**src/rtl/core/i2a_pkg.sv**
```systemverilog
// ----------------------------------------------------------------------------
// i2a_pkg
// Shared constants, types and helpers of the integer to ascii formatter:
// format codes, character codes, digit counts and prefix lookups.
// ----------------------------------------------------------------------------
package i2a_pkg;

    localparam int DATA_W          = 64;
    localparam int OP_W            = 2;
    localparam int CHAR_W          = 8;
    localparam int DEF_VALUE_BITS  = 64;
    localparam int PIDX_W          = 3;

    localparam logic [OP_W-1:0] OP_SDEC = 2'd0;
    localparam logic [OP_W-1:0] OP_UDEC = 2'd1;
    localparam logic [OP_W-1:0] OP_HEX  = 2'd2;
    localparam logic [OP_W-1:0] OP_ERR  = 2'd3;

    localparam logic [CHAR_W-1:0] CH_ZERO  = 8'h30;
    localparam logic [CHAR_W-1:0] CH_SEVEN = 8'h37;
    localparam logic [CHAR_W-1:0] CH_MINUS = 8'h2D;
    localparam logic [CHAR_W-1:0] CH_X     = 8'h78;
    localparam logic [CHAR_W-1:0] CH_E     = 8'h45;
    localparam logic [CHAR_W-1:0] CH_R     = 8'h52;
    localparam logic [CHAR_W-1:0] CH_O     = 8'h4F;

    // start of one formatting job, sent to the emitter
    typedef struct packed {
        logic            start;
        logic [OP_W-1:0] opcode;
        logic            neg;
    } emit_cmd_t;

    // decimal digits that cover any value of the given width
    function automatic int dec_digits(input int bits);
        return (bits * 1233) / 4096 + 1;
    endfunction

    function automatic int hex_digits(input int bits);
        return (bits + 3) / 4;
    endfunction

    function automatic logic [PIDX_W-1:0] prefix_len(input logic [OP_W-1:0] op,
                                                     input logic neg);
        logic [PIDX_W-1:0] len;
        unique case (op)
            OP_SDEC: len = neg ? 3'd1 : 3'd0;
            OP_UDEC: len = 3'd0;
            OP_HEX:  len = 3'd2;
            default: len = 3'd5;
        endcase
        return len;
    endfunction

    function automatic logic [CHAR_W-1:0] prefix_char(input logic [OP_W-1:0] op,
                                                      input logic [PIDX_W-1:0] idx);
        logic [CHAR_W-1:0] ch;
        unique case (op)
            OP_SDEC: ch = CH_MINUS;
            OP_UDEC: ch = CH_MINUS;
            OP_HEX:  ch = (idx == 3'd0) ? CH_ZERO : CH_X;
            default: begin
                unique case (idx)
                    3'd0:    ch = CH_E;
                    3'd3:    ch = CH_O;
                    default: ch = CH_R;
                endcase
            end
        endcase
        return ch;
    endfunction

    function automatic logic [CHAR_W-1:0] digit_char(input logic [3:0] d);
        return (d < 4'd10) ? (CH_ZERO + {4'd0, d}) : (CH_SEVEN + {4'd0, d});
    endfunction

endpackage

```
**src/rtl/core/integer_to_ascii_formatter.sv**
```systemverilog
// ----------------------------------------------------------------------------
// integer_to_ascii_formatter
// Formats a number as signed decimal, unsigned decimal or 0x-prefixed hex
// ascii text (ERROR for the error opcode), one character per output beat, last character marked.
// ----------------------------------------------------------------------------
// decimal: bit-serial bcd conversion of the value, then leading zero digits
//   dropped before the first character
// hex: leading zeros dropped, then the 0x prefix; the error word goes straight out
// one number at a time: no new input until the converter and the emitter are idle
// reset: aresetn synchronous active low, clears control and output valid
module integer_to_ascii_formatter #(
    parameter int VALUE_BITS = i2a_pkg::DEF_VALUE_BITS
) (
    input  logic                          aclk,
    input  logic                          aresetn,
    input  logic                          s_tvalid,
    output logic                          s_tready,
    input  logic [i2a_pkg::DATA_W-1:0]    s_tdata,   // value
    input  logic [i2a_pkg::OP_W-1:0]      s_tuser,   // opcode
    output logic                          m_tvalid,
    input  logic                          m_tready,
    output logic [i2a_pkg::CHAR_W-1:0]    m_tdata,   // ascii_char
    output logic                          m_tlast
);

    localparam int NDIG = i2a_pkg::dec_digits(VALUE_BITS);
    localparam int HDIG = i2a_pkg::hex_digits(VALUE_BITS);
    localparam int DW   = NDIG * 4;
    localparam int HSH  = DW - HDIG * 4;

    logic [VALUE_BITS-1:0]      val;
    logic [VALUE_BITS-1:0]      mag;
    logic                       neg;
    logic [HDIG*4-1:0]          hexv;
    logic [DW-1:0]              hex_dig;
    logic                       accept;
    logic                       is_dec;
    logic                       conv_busy;
    logic                       conv_done;
    logic [DW-1:0]              bcd;
    logic                       emit_busy;
    logic [i2a_pkg::OP_W-1:0]   op_reg;
    logic                       neg_reg;
    i2a_pkg::emit_cmd_t         cmd;
    logic [DW-1:0]              emit_dig;

    assign val     = s_tdata[VALUE_BITS-1:0];
    assign neg     = (s_tuser == i2a_pkg::OP_SDEC) && val[VALUE_BITS-1];
    assign mag     = neg ? (~val + VALUE_BITS'(1)) : val;
    assign hexv    = (HDIG*4)'(val);
    assign hex_dig = DW'(hexv) << HSH;
    assign is_dec  = (s_tuser == i2a_pkg::OP_SDEC) || (s_tuser == i2a_pkg::OP_UDEC);

    assign s_tready = !conv_busy && !emit_busy;
    assign accept   = s_tvalid && s_tready;

    always_ff @(posedge aclk) begin
        if (accept) begin
            op_reg  <= s_tuser;
            neg_reg <= neg;
        end
    end

    always_comb begin
        cmd.start  = conv_done || (accept && !is_dec);
        cmd.opcode = conv_done ? op_reg : s_tuser;
        cmd.neg    = conv_done ? neg_reg : 1'b0;
        emit_dig   = conv_done ? bcd : hex_dig;
    end

    i2a_bcd #(
        .VALUE_BITS (VALUE_BITS)
    ) u_bcd (
        .aclk    (aclk),
        .aresetn (aresetn),
        .start   (accept && is_dec),
        .mag_in  (mag),
        .busy    (conv_busy),
        .done    (conv_done),
        .bcd_out (bcd)
    );

    i2a_emit #(
        .VALUE_BITS (VALUE_BITS)
    ) u_emit (
        .aclk     (aclk),
        .aresetn  (aresetn),
        .cmd      (cmd),
        .digits   (emit_dig),
        .busy     (emit_busy),
        .m_tvalid (m_tvalid),
        .m_tready (m_tready),
        .m_tdata  (m_tdata),
        .m_tlast  (m_tlast)
    );

endmodule

```
**src/rtl/core/i2a_bcd.sv**
```systemverilog
// ----------------------------------------------------------------------------
// i2a_bcd
// Shift-add binary to bcd converter: one value bit enters the digit
// shift register per cycle, each digit corrected by add-3 beforehand.
// ----------------------------------------------------------------------------
module i2a_bcd #(
    parameter int VALUE_BITS = i2a_pkg::DEF_VALUE_BITS
) (
    input  logic                                            aclk,
    input  logic                                            aresetn,
    input  logic                                            start,
    input  logic [VALUE_BITS-1:0]                           mag_in,
    output logic                                            busy,
    output logic                                            done,
    output logic [i2a_pkg::dec_digits(VALUE_BITS)*4-1:0]    bcd_out
);

    localparam int NDIG = i2a_pkg::dec_digits(VALUE_BITS);
    localparam int DW   = NDIG * 4;
    localparam int CW   = $clog2(VALUE_BITS + 1);

    logic [VALUE_BITS-1:0] mag_reg, mag_next;
    logic [DW-1:0]         bcd_reg, bcd_next;
    logic [DW-1:0]         adj;
    logic [CW-1:0]         cnt_reg, cnt_next;
    logic                  busy_reg, busy_next;
    logic                  done_reg, done_next;

    always_comb begin
        for (int i = 0; i < NDIG; i++) begin
            adj[4*i +: 4] = (bcd_reg[4*i +: 4] >= 4'd5) ? (bcd_reg[4*i +: 4] + 4'd3)
                                                        : bcd_reg[4*i +: 4];
        end
    end

    always_comb begin
        mag_next  = mag_reg;
        bcd_next  = bcd_reg;
        cnt_next  = cnt_reg;
        busy_next = busy_reg;
        done_next = 1'b0;
        if (busy_reg) begin
            bcd_next = {adj[DW-2:0], mag_reg[VALUE_BITS-1]};
            mag_next = mag_reg << 1;
            cnt_next = cnt_reg - CW'(1);
            if (cnt_reg == CW'(1)) begin
                busy_next = 1'b0;
                done_next = 1'b1;
            end
        end else if (start) begin
            mag_next  = mag_in;
            bcd_next  = '0;
            cnt_next  = CW'(VALUE_BITS);
            busy_next = 1'b1;
        end
    end

    always_ff @(posedge aclk) begin
        if (!aresetn) begin
            busy_reg <= 1'b0;
            done_reg <= 1'b0;
            cnt_reg  <= '0;
        end else begin
            busy_reg <= busy_next;
            done_reg <= done_next;
            cnt_reg  <= cnt_next;
        end
        mag_reg <= mag_next;
        bcd_reg <= bcd_next;
    end

    assign busy    = busy_reg | done_reg;
    assign done    = done_reg;
    assign bcd_out = bcd_reg;

endmodule

```
**src/rtl/core/i2a_emit.sv**
```systemverilog
// ----------------------------------------------------------------------------
// i2a_emit
// Character emitter: drops leading zero digits one per cycle, then sends
// the prefix and the digits, most significant first, through an output
// register.
// ----------------------------------------------------------------------------
module i2a_emit #(
    parameter int VALUE_BITS = i2a_pkg::DEF_VALUE_BITS
) (
    input  logic                                            aclk,
    input  logic                                            aresetn,
    input  i2a_pkg::emit_cmd_t                              cmd,
    input  logic [i2a_pkg::dec_digits(VALUE_BITS)*4-1:0]    digits,
    output logic                                            busy,
    output logic                                            m_tvalid,
    input  logic                                            m_tready,
    output logic [i2a_pkg::CHAR_W-1:0]                      m_tdata,
    output logic                                            m_tlast
);

    localparam int NDIG = i2a_pkg::dec_digits(VALUE_BITS);
    localparam int HDIG = i2a_pkg::hex_digits(VALUE_BITS);
    localparam int DW   = NDIG * 4;
    localparam int CW   = $clog2(NDIG + 1);

    localparam logic [1:0] ST_IDLE = 2'd0;
    localparam logic [1:0] ST_SKIP = 2'd1;
    localparam logic [1:0] ST_PFX  = 2'd2;
    localparam logic [1:0] ST_DIG  = 2'd3;

    logic [1:0]                   state_reg, state_next;
    logic [DW-1:0]                dig_reg, dig_next;
    logic [CW-1:0]                cnt_reg, cnt_next;
    logic [i2a_pkg::PIDX_W-1:0]   pidx_reg, pidx_next;
    logic [i2a_pkg::OP_W-1:0]     op_reg, op_next;
    logic                         neg_reg, neg_next;
    logic                         valid_reg, valid_next;
    logic [i2a_pkg::CHAR_W-1:0]   data_reg, data_next;
    logic                         last_reg, last_next;
    logic                         out_free;
    logic                         load;
    logic [3:0]                   top_dig;
    logic [i2a_pkg::PIDX_W-1:0]   plen;

    assign out_free = !valid_reg || m_tready;
    assign top_dig  = dig_reg[DW-1 -: 4];
    assign plen     = i2a_pkg::prefix_len(op_reg, neg_reg);

    always_comb begin
        state_next = state_reg;
        dig_next   = dig_reg;
        cnt_next   = cnt_reg;
        pidx_next  = pidx_reg;
        op_next    = op_reg;
        neg_next   = neg_reg;
        data_next  = data_reg;
        last_next  = last_reg;
        load       = 1'b0;
        unique case (state_reg)
            ST_IDLE: begin
                if (cmd.start) begin
                    op_next    = cmd.opcode;
                    neg_next   = cmd.neg;
                    dig_next   = digits;
                    cnt_next   = (cmd.opcode == i2a_pkg::OP_HEX) ? CW'(HDIG) : CW'(NDIG);
                    pidx_next  = '0;
                    state_next = (cmd.opcode == i2a_pkg::OP_ERR) ? ST_PFX : ST_SKIP;
                end
            end
            ST_SKIP: begin
                if (cnt_reg > CW'(1) && top_dig == 4'd0) begin
                    dig_next = dig_reg << 4;
                    cnt_next = cnt_reg - CW'(1);
                end else begin
                    state_next = (plen != '0) ? ST_PFX : ST_DIG;
                end
            end
            ST_PFX: begin
                if (out_free) begin
                    load      = 1'b1;
                    data_next = i2a_pkg::prefix_char(op_reg, pidx_reg);
                    last_next = (op_reg == i2a_pkg::OP_ERR) &&
                                (pidx_reg == plen - i2a_pkg::PIDX_W'(1));
                    pidx_next = pidx_reg + i2a_pkg::PIDX_W'(1);
                    if (pidx_reg == plen - i2a_pkg::PIDX_W'(1)) begin
                        state_next = (op_reg == i2a_pkg::OP_ERR) ? ST_IDLE : ST_DIG;
                    end
                end
            end
            ST_DIG: begin
                if (out_free) begin
                    load      = 1'b1;
                    data_next = i2a_pkg::digit_char(top_dig);
                    last_next = (cnt_reg == CW'(1));
                    dig_next  = dig_reg << 4;
                    cnt_next  = cnt_reg - CW'(1);
                    if (cnt_reg == CW'(1)) begin
                        state_next = ST_IDLE;
                    end
                end
            end
            default: state_next = ST_IDLE;
        endcase
    end

    always_comb begin
        valid_next = valid_reg;
        if (load) begin
            valid_next = 1'b1;
        end else if (m_tready) begin
            valid_next = 1'b0;
        end
    end

    always_ff @(posedge aclk) begin
        if (!aresetn) begin
            state_reg <= ST_IDLE;
            valid_reg <= 1'b0;
            cnt_reg   <= '0;
            pidx_reg  <= '0;
        end else begin
            state_reg <= state_next;
            valid_reg <= valid_next;
            cnt_reg   <= cnt_next;
            pidx_reg  <= pidx_next;
        end
        dig_reg  <= dig_next;
        op_reg   <= op_next;
        neg_reg  <= neg_next;
        data_reg <= data_next;
        last_reg <= last_next;
    end

    assign busy     = (state_reg != ST_IDLE);
    assign m_tvalid = valid_reg;
    assign m_tdata  = data_reg;
    assign m_tlast  = last_reg;

endmodule

```
**config.mk**
```make
export PLATFORM = sky130hd
export DESIGN_NAME = integer_to_ascii_formatter
export DESIGN_NICKNAME = d
export VERILOG_FILES = /design/src/rtl/core/i2a_pkg.sv /design/src/rtl/core/integer_to_ascii_formatter.sv /design/src/rtl/core/i2a_bcd.sv /design/src/rtl/core/i2a_emit.sv
export SDC_FILE = /design/constraint.sdc
export NUM_CORES = 1
export LEC_CHECK = 0
export BUFFER_PORTS_ARGS = -buffer_cell sky130_fd_sc_hd__buf_2
export CELL_PAD_IN_SITES_DETAIL_PLACEMENT = 1
export CELL_PAD_IN_SITES_GLOBAL_PLACEMENT = 2
export CORE_MARGIN = 8
export CORE_UTILIZATION = 45
export CTS_CLUSTER_DIAMETER = 120
export DETAILED_ROUTE_END_ITERATION = 8
export GPL_TIMING_DRIVEN = 0
export PLACE_DENSITY_LB_ADDON = 0.1
export SLEW_MARGIN = 10
export SYNTH_ARGS = -nofsm -noshare
export SYNTH_HDL_FRONTEND = slang
export SYNTH_HIERARCHICAL = 1
export SYNTH_SLANG_ARGS = --single-unit
```
**constraint.sdc**
```tcl
create_clock -name aclk -period 10.4 [get_ports aclk]
set_clock_uncertainty 0.2 [all_clocks]
set_input_delay 1.56 -clock aclk [delete_from_list [all_inputs] [get_ports aclk]]
set_output_delay 1.56 -clock aclk [all_outputs]
set_load 0.02 [all_outputs]
```
==> results of run 1 <==
## path summary, 6_finish.rpt
| path | from | depth (start not counted) | slack [ns] | end |
|---|---|---|---|---|
| max | s_tdata[1] | 10 | 5.43 | u_bcd/mag_reg[62]$_DFFE_PP_ |
| min | u_bcd/mag_reg[0]$_SDFFE_PP0P_ | 2 | 0.31 | u_bcd/mag_reg[0]$_SDFFE_PP0P_ |
| max reg2reg | u_bcd/done$_SDFF_PN0_ | 9 | 6.17 | u_emit/dig_reg[11]$_DFFE_PP_ |
| min reg2reg | u_bcd/mag_reg[0]$_SDFFE_PP0P_ | 2 | 0.31 | u_bcd/mag_reg[0]$_SDFFE_PP0P_ |
## layout make-up
| type | instances | area, sq um |
|---|---|---|
| inverters | 67 | 254 |
| well taps | 448 | 561 |
| clock buffers | 39 | 785 |
| diodes | 1 | 2.50 |
| repair buffers | 82 | 478 |
| flip-flops and latches | 258 | 7540 |
| plain buffers | 65 | 284 |
| multi-input cells | 966 | 7140 |
| fillers | 3636 | 16200 |
| clock inverters | 17 | 140 |
## cells by family after synthesis
logic type      count (synthesis)  share of synthesized area (%)
xor+xnor                       85                           4.90
flops                         258                           49.6
mux                           183                           13.2
other cells                     1                         0.0247
fa+ha+maj                      57                           4.69
buf+inv                       132                           3.52
compound gates                230                           10.2
simple gates                  410                           13.9
## cells in the final DEF (no fill, tap or decap), drive strengths merged, types with 2 or more instances in the layout
| cell type | count |
|---|---|
| xnor2 | 14 |
| a22o | 62 |
| and2 | 21 |
| xor2 | 71 |
| nor4b | 3 |
| nand2b | 48 |
| inv | 66 |
| or4 | 5 |
| nor2b | 9 |
| nand3 | 4 |
| nor4 | 19 |
| a21boi | 21 |
| or4b | 2 |
| a211oi | 2 |
| buf | 111 |
| nor3 | 33 |
| clkbuf | 75 |
| edfxtp | 237 |
| or2 | 4 |
| nand3b | 6 |
| a211o | 2 |
| a21oi | 59 |
| ha | 57 |
| nor2 | 80 |
| nand4b | 6 |
| o31ai | 3 |
| mux2i | 44 |
| a31oi | 25 |
| or3 | 10 |
| nand2 | 133 |
| dfxtp | 21 |
| mux2 | 139 |
| a311oi | 2 |
| nand4 | 4 |
| bufinv | 2 |
| nor3b | 20 |
| clkinv | 16 |
| o21ai | 42 |
| a41o | 2 |
| a41oi | 2 |
## power by group through the flow
stage / logic, mW / registers (mW) / clock network (mW)
after floorplan: 0.777 / 1.78 / 0
after detailed placement: 1.15 / 1.82 / 0
after global placement: 1.07 / 1.87 / 0
after CTS: 1.16 / 1.81 / 1.04
final: 1.15 / 1.81 / 1.01
after global routing: 1.26 / 1.84 / 1.07
## per-stage QoR
| step | total power, mW | hold slack (ns) | area (sq um) | cells |
|---|---|---|---|---|
| 4_1_cts | 4.00 | 0.305 | 17200 | 1942 |
| 6_report | 3.97 | 0.305 | 17200 | 1943 |
| 3_3_place_gp | 2.95 | 0.265 | 16200 | 1882 |
| 5_1_grt | 4.17 | 0.330 | 17200 | 1943 |
| 3_5_place_dp | 2.97 | 0.291 | 16200 | 1886 |
| 2_1_floorplan | 2.56 | 0.244 | 15200 | 1356 |
## worst reg2reg max path, stage by stage, from the launching register on
cell and delay (ns):
dfxtp_1 0.32, clkbuf_1 0.43, clkbuf_1 0.79, clkbuf_1 0.63, a21o_1 0.26, nor2_1 0.08, nor2_1 0.14, o32ai_2 0.21
inv_4 0.49, buf_12 0.33
## layer usage
layer / global-route usage, % / routed length, microns / share of wire (%)
met4: 5.99 / 1110 / 2.5
met5: 0 / 0 / 0
met3: 3.27 / 2080 / 4.7
met1: 30.5 / 20400 / 46
met2: 36.3 / 20900 / 47
==> impl_metrics.env, run 1 <==
export IMPL_drive_gt1_share_pct=20.4
export IMPL_syn_nets=1483
export IMPL_utilization_pct=51.5
export IMPL_grt_max_degree=49
export IMPL_start_util_pct=45.6
export IMPL_irDropWorstVdd_mv=0.189
export IMPL_seq_power_share_pct=45.5
export IMPL_wire_per_inst_microns=22.9
export IMPL_die_area_sq_um=39900
export IMPL_power_leakage_nw=6.46
export IMPL_end_kind="flip-flop"
export IMPL_p_switching_mw=1.34
export IMPL_areaGrowthSynthToFinish_pct=13.0
export IMPL_clkPwrFrac_pct=25.5
export IMPL_synth_edf_count=237
export IMPL_criticalPathCategory="input port to flip-flop"
export IMPL_clk_path_buf_depth=3
export IMPL_async_flop_share_pct=0
export IMPL_path_cells="buf_2 > inv_1 > ha_1 > nor4b_1 > or4b_2 > nor4_1 > a31oi_1 > xor2_1 > nand2_1 > o21ai_0"
export IMPL_setup_slack_ns=5.43
export IMPL_dp_worst_setup_slack_ns=5.09
export IMPL_start_kind="input port"
export IMPL_synth_area_sq_um=15200
export IMPL_gr_total_overflow=0
export IMPL_cts_root_buffer="clkbuf_16"
export IMPL_hold_violations=0
export IMPL_drtIter0Drc=682
export IMPL_cts_tree="done"
export IMPL_fmax_ghz=0.201
export IMPL_placementRows=67
export IMPL_ys_types=59
export IMPL_rsz0062_at_grt="false"
export IMPL_ys_seq_elements=258
export IMPL_slew_headroom_pct=16.3
export IMPL_htreeDepth=1
export IMPL_cts_hold_buf=0
export IMPL_drv_slew=0
export IMPL_ys_flop_type="edfxtp_1"
export IMPL_p_per_area_nw_per_um2=231
export IMPL_layout_min_cycle_time_ns=4.97
export IMPL_port_buffers=78
export IMPL_synth_seq_area_share_pct=49.6
export IMPL_die_x_microns=200
export IMPL_p_sw_share_pct=33.8
export IMPL_num_io_pins=81
export IMPL_synth_commonest_cells="edfxtp_1, mux2_2, nand2_1"
export IMPL_place_gp_congestion=0.818
export IMPL_drt_pass1_iterations=5
export IMPL_yosys_area_top_type="edfxtp_1"
export IMPL_synth_area_leaders="edfxtp_1, mux2_2, ha_1"
export IMPL_routed_wl_mm=44.5
export IMPL_combPwrFrac_pct=28.9
export IMPL_drc_errors=0
export IMPL_p_int_mw=2.62
export IMPL_synth_top_cell_area_share_pct=46.8
export IMPL_coreArea_sq_um=33400
export IMPL_postRouteAntennaNets=0
export IMPL_max_cap_violations=0
export IMPL_setup_tns_ns=0
export IMPL_antenna_found_initial=2
export IMPL_grt_pass1_wl_mm=68.1
export IMPL_worst_pin_slew_ns=1.24
export IMPL_clock_sinks=258
export IMPL_viasPerCell=5.69
export IMPL_clk_transition_reported_paths_ns=0.06
export IMPL_nets=1597
export IMPL_insertion_delay_ns=0.56
export IMPL_setup_violations=0
export IMPL_synth_most_common_cell="edfxtp_1"
export IMPL_vias=11100
export IMPL_cp_max_fo=4
export IMPL_worstPathRequired_ns=10.53
export IMPL_crit_family="simple AND/OR/NAND/NOR gates"
export IMPL_ctsResizeCount=0
export IMPL_grt_use_total_pct=22.2
export IMPL_hp_class="flip-flop to flip-flop"
export IMPL_cpMaxStageDelayCell="nor4b_1"
export IMPL_dp_hpwl_mm=32.8
export IMPL_critPathMaxStageDelay_ns=1.01
export IMPL_synth_avg_cell_area_sq_um=11.2
export IMPL_grt_pass1_vias=11300
export IMPL_syn_inst=1356
export IMPL_dieHeight_microns=200
export IMPL_cts_setup_buffers=0
export IMPL_worstPathBufferInverterCount=2
export IMPL_arrival_ns=5.10
export IMPL_yosysWarnings=6
export IMPL_cts_made_buffers=30
export IMPL_post_route_period_util_pct=47.8
export IMPL_status="finished clean"
Power figures use the tool's default switching activity.
==> run 2: changes to the inputs <==
ABC_AREA = 1   (was default)
CORE_UTILIZATION = 34   (was 45)
clock period = 4.5 ns   (was 10.4 ns; I/O delays follow)
==> impl_metrics.env, run 2 <==
export IMPL_synth_area_sq_um=16200
export IMPL_final_cell_mix="nand2_1, nor2_1, edfxtp_1"
export IMPL_grt_met2_usage_pct=31.4
export IMPL_vias=13900
export IMPL_post_route_period_util_pct=88.1
export IMPL_clk_path_buf_depth=3
export IMPL_grt_pass1_wl_mm=81.6
export IMPL_busiest_layer="met2"
export IMPL_cp_max_fo=83
export IMPL_setup_tns_ns=0
export IMPL_crit_start="u_bcd/done$_SDFF_PN0_"
export IMPL_grt_max_degree=84
export IMPL_ys_seq_elements=258
export IMPL_worstPathRequired_ns=4.46
export IMPL_final_cells=2835
export IMPL_placed_area_sq_um=17500
export IMPL_die_x_microns=234
export IMPL_layout_min_cycle_time_ns=3.96
export IMPL_drv_slew=0
export IMPL_r2r_start="u_bcd/done$_SDFF_PN0_"
export IMPL_die_area_sq_um=54900
export IMPL_rsz0062_at_grt="false"
export IMPL_path_cells="clkbuf_1 > clkbuf_1 > clkinv_1 > o21ai_0 > o21ai_1 > a21oi_2 > nand2_2 > clkinv_4"
export IMPL_setup_slack_ns=0.538
export IMPL_syn_nets=2206
export IMPL_async_flop_share_pct=0
export IMPL_synth_avg_cell_area_sq_um=7.80
export IMPL_drt_pass1_iterations=5
export IMPL_htreeDepth=2
export IMPL_utilization_pct=38.9
export IMPL_yosys_area_top_type="edfxtp_1"
export IMPL_postRouteAntennaNets=0
export IMPL_synth_seq_area_share_pct=46.5
export IMPL_synth_top_cell_area_share_pct=43.9
export IMPL_drtIter0Drc=724
export IMPL_yosysWarnings=6
export IMPL_placementRows=80
export IMPL_end_kind="flip-flop"
export IMPL_cts_tree="done"
export IMPL_synth_most_common_cell="nand2_1"
export IMPL_fmax_ghz=0.252
export IMPL_dp_worst_setup_slack_ns=0.474
export IMPL_crit_top_cell="clkbuf_1"
export IMPL_coreArea_sq_um=47400
export IMPL_worst_pin_slew_ns=0.820
export IMPL_drc_errors=0
export IMPL_hp_class="input port to flip-flop"
export IMPL_start_util_pct=34.2
export IMPL_antenna_found_initial=0
export IMPL_routed_wl_mm=53.9
export IMPL_p_per_area_nw_per_um2=517
export IMPL_ys_types=46
export IMPL_grt_met1_usage_pct=27.2
export IMPL_setup_violations=0
export IMPL_regArea_sq_um=7540
export IMPL_hold_violations=0
export IMPL_wire_per_inst_microns=19.0
export IMPL_met3_usage_pct=2.71
export IMPL_start_kind="flip-flop"
export IMPL_cts_setup_buffers=0
export IMPL_syn_inst=2079
export IMPL_clk_transition_reported_paths_ns=0.06
export IMPL_dieHeight_microns=234
export IMPL_insertion_delay_ns=0.55
export IMPL_grt_pass1_vias=13900
export IMPL_worstHoldStart="s_tuser[0]"
export IMPL_max_cap_violations=0
export IMPL_power_leakage_nw=8.29
export IMPL_cts_root_buffer="clkbuf_16"
export IMPL_irDropWorstVdd_mv=0.295
export IMPL_clock_sinks=258
export IMPL_final_common_cell="nand2_1"
export IMPL_n_antenna_cell=0
export IMPL_arrival_ns=3.93
export IMPL_cts_made_buffers=35
export IMPL_ctsResizeCount=0
export IMPL_cts_hold_buf=0
export IMPL_dp_cells=2777
export IMPL_timing_hold_ws_ns=0.172
export IMPL_design_area_sq_um=18500
export IMPL_synth_area_leaders="edfxtp_1, nand2_1, nor2_1"
export IMPL_areaGrowthSynthToFinish_pct=13.9
export IMPL_nets=2326
export IMPL_multiInputGateArea_sq_um=7370
export IMPL_status="finished clean"
export IMPL_critPathMaxStageDelay_ns=0.57
export IMPL_place_gp_congestion=0.880
export IMPL_criticalPathCategory="flip-flop to flip-flop"
export IMPL_synth_edf_count=237
export IMPL_dp_hpwl_mm=41.9
export IMPL_slew_headroom_pct=45.3
export IMPL_power_total_mw=9.54
export IMPL_cpMaxStageDelayCell="clkinv_1"
export IMPL_gr_total_overflow=0
export IMPL_ys_flop_type="edfxtp_1"
export IMPL_num_io_pins=81
export IMPL_grt_use_total_pct=19.5
export IMPL_drive_gt1_share_pct=10.7
export IMPL_viasPerCell=4.89
export IMPL_synth_commonest_cells="nand2_1, nor2_1, edfxtp_1"
export IMPL_n_fill_cell=5829
export IMPL_port_buffers=79
[run 2: path summary, 6_finish.rpt]
path         cells past startpoint                             to  slack, ns
max                              8   u_emit/dig_reg[63]$_DFFE_PP_       0.54
min reg2reg                      2  u_bcd/cnt_reg[3]$_SDFFE_PN0P_       0.29
min                              1            op_reg[0]$_DFFE_PP_       0.17
max reg2reg                      8   u_emit/dig_reg[63]$_DFFE_PP_       0.54
[run 2: worst max-delay path: cells and delay by family (launching register included)]
family	cells	cell delay [ns]
compound gates	3	0.71
simple gates	1	0.15
flops	1	0.35
buf+inv	4	2.04
[run 2: layout make-up]
class                      count  share of cell area (%)
clock inverter                12                   0.447
clock buffer                  46                    4.97
sequential                   258                    40.8
tap                          615                    4.17
buffer                        65                    2.02
timing repair buffer          83                    2.58
multi-input combinational   1508                    39.9
inverter                     248                    5.10
[run 2: routing by layer]
metal	share of wire (%)	routed length (microns)	up-vias
li1	-	-	6935
met1	49	26500	6652
met2	45	24000	216
met3	4.3	2300	62
met4	2.1	1150	0
met5	0	0	-
[run 2: cell families after synthesis]
group                    after synthesis  synth area share, %
buffers and inverters                313                 8.07
AO/OA/AOI/OAI                        256                 9.84
other                                  1               0.0231
adder cells (fa/ha/maj)               57                 4.40
AND/OR/NAND/NOR                     1156                 29.1
flip-flops                           258                 46.5
XOR/XNOR                              38                 2.10
[run 2: where the power goes]
| group | internal, mW | switching, mW | leakage, nW |
|---|---|---|---|
| combinational | 0.841 | 1.94 | 5.35 |
| clock | 1.48 | 1.08 | 0.490 |
| sequential | 3.77 | 0.432 | 2.46 |
